### src/pct_enc_pkg.sv
// Shared types, constants and helper functions for the percent encoder.
// Used by every module under src; depends on nothing.
package pct_enc_pkg;

    // Queue between front and back
    localparam int QUEUE_DEPTH = 4;
    localparam int QUEUE_AW    = $clog2(QUEUE_DEPTH);

    // Register map of the configuration port
    localparam int CFG_IDX_W = 2;
    localparam logic [CFG_IDX_W-1:0] REG_ENCODE_MODE = 2'd0;
    localparam logic [CFG_IDX_W-1:0] REG_PASS_MASK   = 2'd1;

    localparam int NUM_RESERVED = 20;
    localparam logic [7:0] PCT_CHAR = 8'h25;

    // Reserved characters in pass_mask bit order
    localparam logic [7:0] RESERVED_CHARS [NUM_RESERVED] = '{
        8'h3A, 8'h40, 8'h26, 8'h3D, 8'h3F, 8'h23, 8'h28, 8'h29, 8'h5B, 8'h5D,
        8'h27, 8'h2F, 8'h2B, 8'h21, 8'h2A, 8'h3B, 8'h24, 8'h2C, 8'h25, 8'h20
    };

    typedef struct packed {
        logic [1:0]              encode_mode;
        logic [NUM_RESERVED-1:0] pass_mask;
    } cfg_t;

    // One classified input word waiting for expansion
    typedef struct packed {
        logic [7:0] byte_in;
        logic       esc;
        logic       last_byte;
    } item_t;

    // Uppercase ASCII hex digit of a nibble
    function automatic logic [7:0] hex_digit(input logic [3:0] n);
        logic [7:0] d;
        if (n < 4'd10)
            d = 8'h30 + {4'd0, n};
        else
            d = 8'h37 + {4'd0, n};
        return d;
    endfunction

    // One bit per reserved character that matches c
    function automatic logic [NUM_RESERVED-1:0] reserved_match(input logic [7:0] c);
        logic [NUM_RESERVED-1:0] m;
        for (int i = 0; i < NUM_RESERVED; i++)
            m[i] = (RESERVED_CHARS[i] == c);
        return m;
    endfunction

    // Length of a UTF-8 sequence opened by c; 0 when c is no lead byte
    function automatic logic [2:0] lead_length(input logic [7:0] c);
        logic [2:0] n;
        if (c >= 8'd192 && c <= 8'd223)
            n = 3'd2;
        else if (c >= 8'd224 && c <= 8'd239)
            n = 3'd3;
        else if (c >= 8'd240 && c <= 8'd247)
            n = 3'd4;
        else if (c >= 8'd248 && c <= 8'd251)
            n = 3'd5;
        else if (c == 8'd252 || c == 8'd253)
            n = 3'd6;
        else
            n = 3'd0;
        return n;
    endfunction

endpackage

### src/pct_enc_front.sv
// Front part: accepts input words and classifies them for the reserved stage.
// Depends on pct_enc_pkg.
module pct_enc_front (
    input  logic                  s_tvalid,
    output logic                  s_tready,
    input  logic [7:0]            s_tdata,   // [7:0] byte_in
    input  logic                  s_tlast,   // last_byte
    input  pct_enc_pkg::cfg_t     cfg,
    input  logic                  q_full,
    output logic                  q_push,
    output pct_enc_pkg::item_t    q_item
);
    import pct_enc_pkg::*;

    logic [NUM_RESERVED-1:0] match;
    logic                    do_reserved;

    // Accept while the queue has room
    assign s_tready = !q_full;
    assign q_push   = s_tvalid && !q_full;

    // Escape a reserved character unless its pass bit is set or encode_mode bit 1 is set
    assign do_reserved = !cfg.encode_mode[1];
    assign match       = reserved_match(s_tdata);

    always_comb
    begin
        q_item.byte_in   = s_tdata;
        q_item.last_byte = s_tlast;
        q_item.esc       = do_reserved && ((match & ~cfg.pass_mask) != '0);
    end

endmodule

### src/pct_enc_queue.sv
// Short register queue between the front and back parts.
// Depends on pct_enc_pkg.
module pct_enc_queue (
    input  logic                  clk,
    input  logic                  rst_n,
    input  logic                  push,
    input  pct_enc_pkg::item_t    push_item,
    output logic                  full,
    input  logic                  pop,
    output logic                  valid,
    output pct_enc_pkg::item_t    head
);
    import pct_enc_pkg::*;

    item_t                 mem_reg [QUEUE_DEPTH];
    logic [QUEUE_AW-1:0]   wr_ptr_reg, wr_ptr_next;
    logic [QUEUE_AW-1:0]   rd_ptr_reg, rd_ptr_next;
    logic [QUEUE_AW:0]     count_reg, count_next;

    assign full  = (count_reg == (QUEUE_AW+1)'(QUEUE_DEPTH));
    assign valid = (count_reg != '0);
    assign head  = mem_reg[rd_ptr_reg];

    // Advance pointers and count
    always_comb
    begin
        wr_ptr_next = push ? wr_ptr_reg + 1'b1 : wr_ptr_reg;
        rd_ptr_next = pop ? rd_ptr_reg + 1'b1 : rd_ptr_reg;
        count_next  = count_reg + (QUEUE_AW+1)'(push) - (QUEUE_AW+1)'(pop);
    end

    always_ff @(posedge clk or negedge rst_n)
    begin
        if (!rst_n)
        begin
            wr_ptr_reg <= '0;
            rd_ptr_reg <= '0;
            count_reg  <= '0;
        end
        else
        begin
            wr_ptr_reg <= wr_ptr_next;
            rd_ptr_reg <= rd_ptr_next;
            count_reg  <= count_next;
        end
    end

    // Store the pushed word
    always_ff @(posedge clk)
    begin
        if (push)
            mem_reg[wr_ptr_reg] <= push_item;
    end

endmodule

### src/pct_enc_back.sv
// Back part: expands each queued word into output bytes through the reserved and
// UTF-8 stages, one byte per cycle into an output register unless stalled. Depends on pct_enc_pkg.
module pct_enc_back (
    input  logic                  clk,
    input  logic                  rst_n,
    input  pct_enc_pkg::cfg_t     cfg,
    input  logic                  q_valid,
    input  pct_enc_pkg::item_t    q_item,
    output logic                  q_pop,
    output logic                  m_tvalid,
    input  logic                  m_tready,
    output logic [7:0]            m_tdata,   // [7:0] out_byte
    output logic                  m_tlast,   // run_last
    output logic                  m_tuser    // [0] stream_end
);
    import pct_enc_pkg::*;

    logic [1:0] s1_cnt_reg, s1_cnt_next;
    logic [1:0] s2_cnt_reg, s2_cnt_next;
    logic       esc2_reg, esc2_next;
    logic [2:0] pend_reg, pend_next;
    logic       m_valid_reg, m_valid_next;
    logic [7:0] m_data_reg;
    logic       m_last_reg;
    logic       m_end_reg;

    logic       do_utf8;
    logic [7:0] s1_byte;
    logic       s1_last;
    logic [2:0] lead_len;
    logic       esc2_now;
    logic       s2_last;
    logic [7:0] out_byte;
    logic       load_ok;
    logic       fire;
    logic       item_done;

    assign do_utf8 = !cfg.encode_mode[0];

    // Select the reserved-stage byte at the current position
    always_comb
    begin
        if (q_item.esc)
        begin
            unique case (s1_cnt_reg)
                2'd0:    s1_byte = PCT_CHAR;
                2'd1:    s1_byte = hex_digit(q_item.byte_in[7:4]);
                default: s1_byte = hex_digit(q_item.byte_in[3:0]);
            endcase
        end
        else
        begin
            s1_byte = q_item.byte_in;
        end
        s1_last = q_item.esc ? (s1_cnt_reg == 2'd2) : (s1_cnt_reg == 2'd0);
    end

    // Decide the UTF-8 escape on the first sub-byte, hold it after
    assign lead_len = lead_length(s1_byte);
    assign esc2_now = (s2_cnt_reg == 2'd0)
                      ? (do_utf8 && (pend_reg != 3'd0 || lead_len > 3'd1))
                      : esc2_reg;
    assign s2_last  = esc2_now ? (s2_cnt_reg == 2'd2) : 1'b1;

    always_comb
    begin
        if (esc2_now)
        begin
            unique case (s2_cnt_reg)
                2'd0:    out_byte = PCT_CHAR;
                2'd1:    out_byte = hex_digit(s1_byte[7:4]);
                default: out_byte = hex_digit(s1_byte[3:0]);
            endcase
        end
        else
        begin
            out_byte = s1_byte;
        end
    end

    // Produce a byte whenever a word is queued and the output register is free or draining
    assign load_ok   = !m_valid_reg || m_tready;
    assign fire      = q_valid && load_ok;
    assign item_done = s1_last && s2_last;
    assign q_pop     = fire && item_done;

    // Advance position counters and pending count
    always_comb
    begin
        s1_cnt_next  = s1_cnt_reg;
        s2_cnt_next  = s2_cnt_reg;
        esc2_next    = esc2_reg;
        pend_next    = pend_reg;
        m_valid_next = m_valid_reg && !m_tready;
        if (fire)
        begin
            m_valid_next = 1'b1;
            if (s2_cnt_reg == 2'd0)
                esc2_next = esc2_now;
            if (s2_last)
            begin
                s2_cnt_next = 2'd0;
                s1_cnt_next = s1_last ? 2'd0 : s1_cnt_reg + 2'd1;
            end
            else
            begin
                s2_cnt_next = s2_cnt_reg + 2'd1;
            end
            if (s2_cnt_reg == 2'd0 && do_utf8)
            begin
                if (pend_reg != 3'd0)
                    pend_next = pend_reg - 3'd1;
                else if (lead_len > 3'd1)
                    pend_next = lead_len - 3'd1;
            end
            if (item_done && q_item.last_byte)
                pend_next = 3'd0;
        end
    end

    always_ff @(posedge clk or negedge rst_n)
    begin
        if (!rst_n)
        begin
            s1_cnt_reg  <= '0;
            s2_cnt_reg  <= '0;
            esc2_reg    <= 1'b0;
            pend_reg    <= '0;
            m_valid_reg <= 1'b0;
        end
        else
        begin
            s1_cnt_reg  <= s1_cnt_next;
            s2_cnt_reg  <= s2_cnt_next;
            esc2_reg    <= esc2_next;
            pend_reg    <= pend_next;
            m_valid_reg <= m_valid_next;
        end
    end

    // Load the output word
    always_ff @(posedge clk)
    begin
        if (fire)
        begin
            m_data_reg <= out_byte;
            m_last_reg <= item_done;
            m_end_reg  <= item_done && q_item.last_byte;
        end
    end

    assign m_tvalid = m_valid_reg;
    assign m_tdata  = m_data_reg;
    assign m_tlast  = m_last_reg;
    assign m_tuser  = m_end_reg;

    // A continuation never asks for more than five further bytes
    a_pend_range: assert property (@(posedge clk) disable iff (!rst_n)
        pend_reg <= 3'd5)
        else $error("utf8 pending count out of range");

    // Hex sub-bytes only follow a UTF-8 escape of the same queued word
    a_sub_byte: assert property (@(posedge clk) disable iff (!rst_n)
        s2_cnt_reg != 2'd0 |-> esc2_reg && q_valid)
        else $error("sub-byte position without escape or word");

    // Reserved-stage positions past the first only exist for escaped words
    a_s1_pos: assert property (@(posedge clk) disable iff (!rst_n)
        s1_cnt_reg != 2'd0 |-> q_valid && q_item.esc)
        else $error("reserved-stage position without escaped word");

    // A finished final word leaves the queue with the end mark on its last byte
    a_end_mark: assert property (@(posedge clk) disable iff (!rst_n)
        q_pop && q_item.last_byte |=> m_tvalid && m_tlast && m_tuser)
        else $error("stream end not marked on final byte");

endmodule

### src/percent_encoder_core.sv
// Top level of the streaming URI percent encoder: configuration registers,
// front classifier, queue and back expander. Depends on pct_enc_pkg.
//
// Each input word (one string byte, tlast on the final byte) yields 1 to 9
// output words, emitted through a registered output stage one per clock while
// the output is not stalled: 1 for a plain byte, 3 for a byte escaped once, 9
// for a reserved character that is escaped again inside a UTF-8 sequence. The
// output word rate of the back expander sets the pace; a four-word queue lets
// input be taken while output is stalled. Hex digits are uppercase. Write
// configuration only while no word is in flight.
module percent_encoder_core (
    input  logic                                clk,
    input  logic                                rst_n,
    input  logic                                s_tvalid,
    output logic                                s_tready,
    input  logic [7:0]                          s_tdata,   // [7:0] byte_in
    input  logic                                s_tlast,   // last_byte
    output logic                                m_tvalid,
    input  logic                                m_tready,
    output logic [7:0]                          m_tdata,   // [7:0] out_byte
    output logic                                m_tlast,   // run_last
    output logic                                m_tuser,   // [0] stream_end
    input  logic                                cfg_valid,
    output logic                                cfg_ready,
    input  logic [pct_enc_pkg::CFG_IDX_W-1:0]   cfg_index,
    input  logic [pct_enc_pkg::NUM_RESERVED-1:0] cfg_data
);
    import pct_enc_pkg::*;

    cfg_t  cfg_reg, cfg_next;
    logic  q_full;
    logic  q_push;
    item_t q_in;
    logic  q_pop;
    logic  q_valid;
    item_t q_head;

    // Take configuration writes at any time
    assign cfg_ready = 1'b1;

    always_comb
    begin
        cfg_next = cfg_reg;
        if (cfg_valid)
        begin
            if (cfg_index == REG_ENCODE_MODE)
                cfg_next.encode_mode = cfg_data[1:0];
            else if (cfg_index == REG_PASS_MASK)
                cfg_next.pass_mask = cfg_data;
        end
    end

    always_ff @(posedge clk or negedge rst_n)
    begin
        if (!rst_n)
            cfg_reg <= '0;
        else
            cfg_reg <= cfg_next;
    end

    pct_enc_front u_front (
        .s_tvalid (s_tvalid),
        .s_tready (s_tready),
        .s_tdata  (s_tdata),
        .s_tlast  (s_tlast),
        .cfg      (cfg_reg),
        .q_full   (q_full),
        .q_push   (q_push),
        .q_item   (q_in)
    );

    pct_enc_queue u_queue (
        .clk       (clk),
        .rst_n     (rst_n),
        .push      (q_push),
        .push_item (q_in),
        .full      (q_full),
        .pop       (q_pop),
        .valid     (q_valid),
        .head      (q_head)
    );

    pct_enc_back u_back (
        .clk      (clk),
        .rst_n    (rst_n),
        .cfg      (cfg_reg),
        .q_valid  (q_valid),
        .q_item   (q_head),
        .q_pop    (q_pop),
        .m_tvalid (m_tvalid),
        .m_tready (m_tready),
        .m_tdata  (m_tdata),
        .m_tlast  (m_tlast),
        .m_tuser  (m_tuser)
    );

endmodule
### config.mk
export PLATFORM = sky130hd
export DESIGN_NAME = percent_encoder_core
export DESIGN_NICKNAME = d
export VERILOG_FILES = /design/src/pct_enc_pkg.sv /design/src/pct_enc_front.sv /design/src/pct_enc_queue.sv /design/src/pct_enc_back.sv /design/src/percent_encoder_core.sv
export SDC_FILE = /design/constraint.sdc
export NUM_CORES = 1
export LEC_CHECK = 0
export BUFFER_PORTS_ARGS = -buffer_cell sky130_fd_sc_hd__buf_2
export CORE_MARGIN = 5
export CORE_UTILIZATION = 35
export CTS_BUF_LIST = sky130_fd_sc_hd__clkbuf_8
export DETAILED_ROUTE_END_ITERATION = 10
export GPL_ROUTABILITY_DRIVEN = 0
export GPL_TIMING_DRIVEN = 0
export PLACE_DENSITY = 0.53
export SYNTH_ARGS = -nofsm -noshare
export SYNTH_HDL_FRONTEND = slang
export SYNTH_SLANG_ARGS = --single-unit
### constraint.sdc
create_clock -name clk -period 6.01 [get_ports clk]
set_input_delay 0.9015 -clock clk [delete_from_list [all_inputs] [get_ports clk]]
set_output_delay 0.9015 -clock clk [all_outputs]
set_load 0.05 [all_outputs]
==> key figures <==
Run status
  • Status: finished, final reports clean

Synth
  • Asr flop ratio synth: 0.432
  • Post-synth EDFFs: 50
  • Post-synthesis cell type count: 71
  • Mean Syn Cell Area: 11.9 um2
  • Most common library cells after synthesis: edfxtp_1 (50), nand2_1 (42), dfrtp_1 (38)
  • Yosys top cell area share: 0.303
  • Syn nets: 478
  • Ys Warns: 0
  • Post-synth top flop: edfxtp_1
  • Area leader, netlist: edfxtp_1
  • Syn Inst Count: 416
  • Sequential area share after synthesis: 0.495
  • Syn Std Cell Area: 4960 um2
  • Top post-synthesis cells by area: edfxtp_1 (30%), dfrtp_1 (19%), ha_1 (6.3%), mux2_2 (5.2%), mux4_2 (5.0%)
  • Most frequent cell after synthesis: edfxtp_1
  • Yosys reg bits: 88

GRT
  • Largest net degree at the start of global routing: 39
  • Vias in the first global route: 3,576
  • First-pass GRT wire length: 18,100 um
  • Initial antenna violation count: 0
  • Tot GR Track Use: 0.139
  • Gr ovfl total: 0

Timing
  • Clock Skew: 14.7 ps
  • Fin crit period: 5290 ps
  • Final Setup Violations: 0
  • Hold Slack: 494 ps
  • Max-slew headroom: 0.413
  • Final slew viol count: 0
  • Worst-margin pin slew: 880 ps
  • Fin. Hold Viols: 0
  • Setup ws final: 719 ps
  • Final worst-path cycle share: 0.880
  • Fmax: 189 MHz
  • RSZ-0062 raised after global routing: false
  • Setup total negative slack: 0 ps

Worst setup path
  • CP max FO: 10
  • Worst Path Required: 6310 ps
  • Worst setup EP type: flip-flop
  • Setup CP Type: reg2reg
  • Worst EP arrival: 5600 ps
  • Worst setup SP type: flip-flop

Cells and area
  • Nets: 536
  • Ratio of cells with drive above 1 in the final layout: 0.271
  • Post-Layout Cell Count: 659
  • Core Util, Final: 0.407
  • Area grow syn2layout: 14.0%
  • Filler cell count: 1,338
  • Max FFs per register: 40
  • N_diodes: 0

Clocking
  • Root buffer cell: clkbuf_8
  • Post-cts sizing count: 0
  • Clock sink count: 88
  • TritonCTS clock tree: yes
  • CTS Buf Count: 9
  • Worst-path clk slew: 100 ps
  • H-tree levels: 3
  • # Post-CTS Setup Buffers: 0
  • Clk buf depth: 2
  • Worst skew pair latency: 380 ps
  • # hold bufs at CTS: 0

Run
  • Max-cap violations: 0

Placed design
  • Hpwl dp: 7750 um
  • IO Port Bufs: 47
  • Post-place setup slack: 713 ps
  • Placed instance count: 643

Power and ir drop
  • Pwr per Cell Area: 554 nW/um2
  • Peak VDD IR: 0.324 mV
  • Leak Pwr: 2.27 nW

Routing
  • Pre-antenna DRT Iters: 4
  • Drt drc: 0
  • Routed vias: 3,414
  • Vias/cell: 5.18
  • Initial drt markers: 179
  • Post-DRT Antenna Nets: 0
  • Drt total wl: 10,600 um
  • Avg WL per Cell: 16.1 um

Floorplanning
  • Die Wd: 129 um
  • IO Pins: 49
  • Die ar.: 16,600 um2
  • Placeable core region: 13,900 um2
  • Initial Util: 0.357
  • Die span in y: 129 um
  • Num rows: 43

Hold path
  • Hold Path Class: reg2reg
metal layers:
| layer | track usage | up-vias | routed length [um] |
|---|---|---|---|
| met5 | 0 | - | 0 |
| met4 | 0.0463 | 0 | 161 |
| met3 | 0.0359 | 14 | 575 |
| met2 | 0.230 | 79 | 5160 |
| met1 | 0.177 | 1666 | 4700 |
| li1 | - | 1655 | - |
power breakdown:
part           switching [W]  internal [W]  leakage [nW]
clock network       0.000240      0.000244         0.116
registers          0.0000690      0.000840         0.917
logic                0.00109      0.000647          1.24
final timing paths:
kind | to | depth (start not counted) | from | slack (ps)
setup / recovery | u_queue.count_reg[2]$_DFF_PN0_ | 22 | u_queue.rd_ptr_reg[0]$_DFFE_PN0P_ | 720
hold / removal | u_back.esc2_reg$_DFFE_PN0P_ | 2 | u_back.esc2_reg$_DFFE_PN0P_ | 490
setup reg to reg | u_queue.count_reg[2]$_DFF_PN0_ | 22 | u_queue.rd_ptr_reg[0]$_DFFE_PN0P_ | 720
hold reg to reg | u_back.esc2_reg$_DFFE_PN0P_ | 2 | u_back.esc2_reg$_DFFE_PN0P_ | 490
max in group asynchronous | u_back.pend_reg[1]$_DFFE_PN0P_ | 1 | rst_n | 4830
min in group asynchronous | cfg_reg[4]$_DFFE_PN0P_ | 1 | rst_n | 640
cells by family (layout without fill, tap and decap cells):
kind of cell	Yosys count	after routing	share of synthesized area
mux	40	40	0.114
xor+xnor	7	7	0.0124
flops	88	88	0.495
other cells	1	1	0.000756
compound gates	91	91	0.143
simple gates	115	115	0.127
fa+ha+maj	26	26	0.0671
buf+inv	48	111	0.0409
cell usage in the layout (no fill, tap or decap), types with 5 or more instances in the layout:
master and n:
buf_2 50, edfxtp_1 50, nand2_1 42, dfrtp_1 38, inv_1 32, ha_1 25, mux2_2 23, o21ai_0 20
nor2_1 19, a21oi_1 19, mux4_2 11, clkbuf_1 10, clkbuf_8 9, xnor2_1 7, mux2i_1 6, nor3_1 6
nand2b_1 6, and3_1 5, a31oi_1 5, o22ai_1 5
critical path, cell delays in order, from the launching register on:
cell and delay [ps]:
dfrtp_1 450, buf_6 220, mux4_2 640, o21ai_0 310, nor2_1 80, a21oi_1 120
o22ai_1 90, a21oi_1 480, inv_1 150, ha_1 280, nor3_1 180, nand4_1 160
a41oi_2 260, o21ai_2 150, or3_1 390, inv_1 90, ha_1 230, inv_1 60
ha_1 130, inv_1 40, fa_1 370, xnor2_1 190, xnor2_1 140
metrics by stage:
stage                     area (um2)  power, W
final                           5650   0.00313
after global routing            5650   0.00341
after CTS                       5650   0.00317
after detailed placement        5420   0.00267
after global placement          5420   0.00264
after floorplan                 4960   0.00227
final cells by class:
type	count	area, um2	area share
flip-flops and latches	88	2450	0.434
multi-input cells	280	2300	0.407
clock inverters	7	110	0.0195
clock buffers	9	124	0.0219
well taps	180	225	0.0398
repair buffers	47	235	0.0416
plain buffers	16	82.6	0.0146
inverters	32	120	0.0212
No activity file was read; power rests on OpenSTA's default activity.
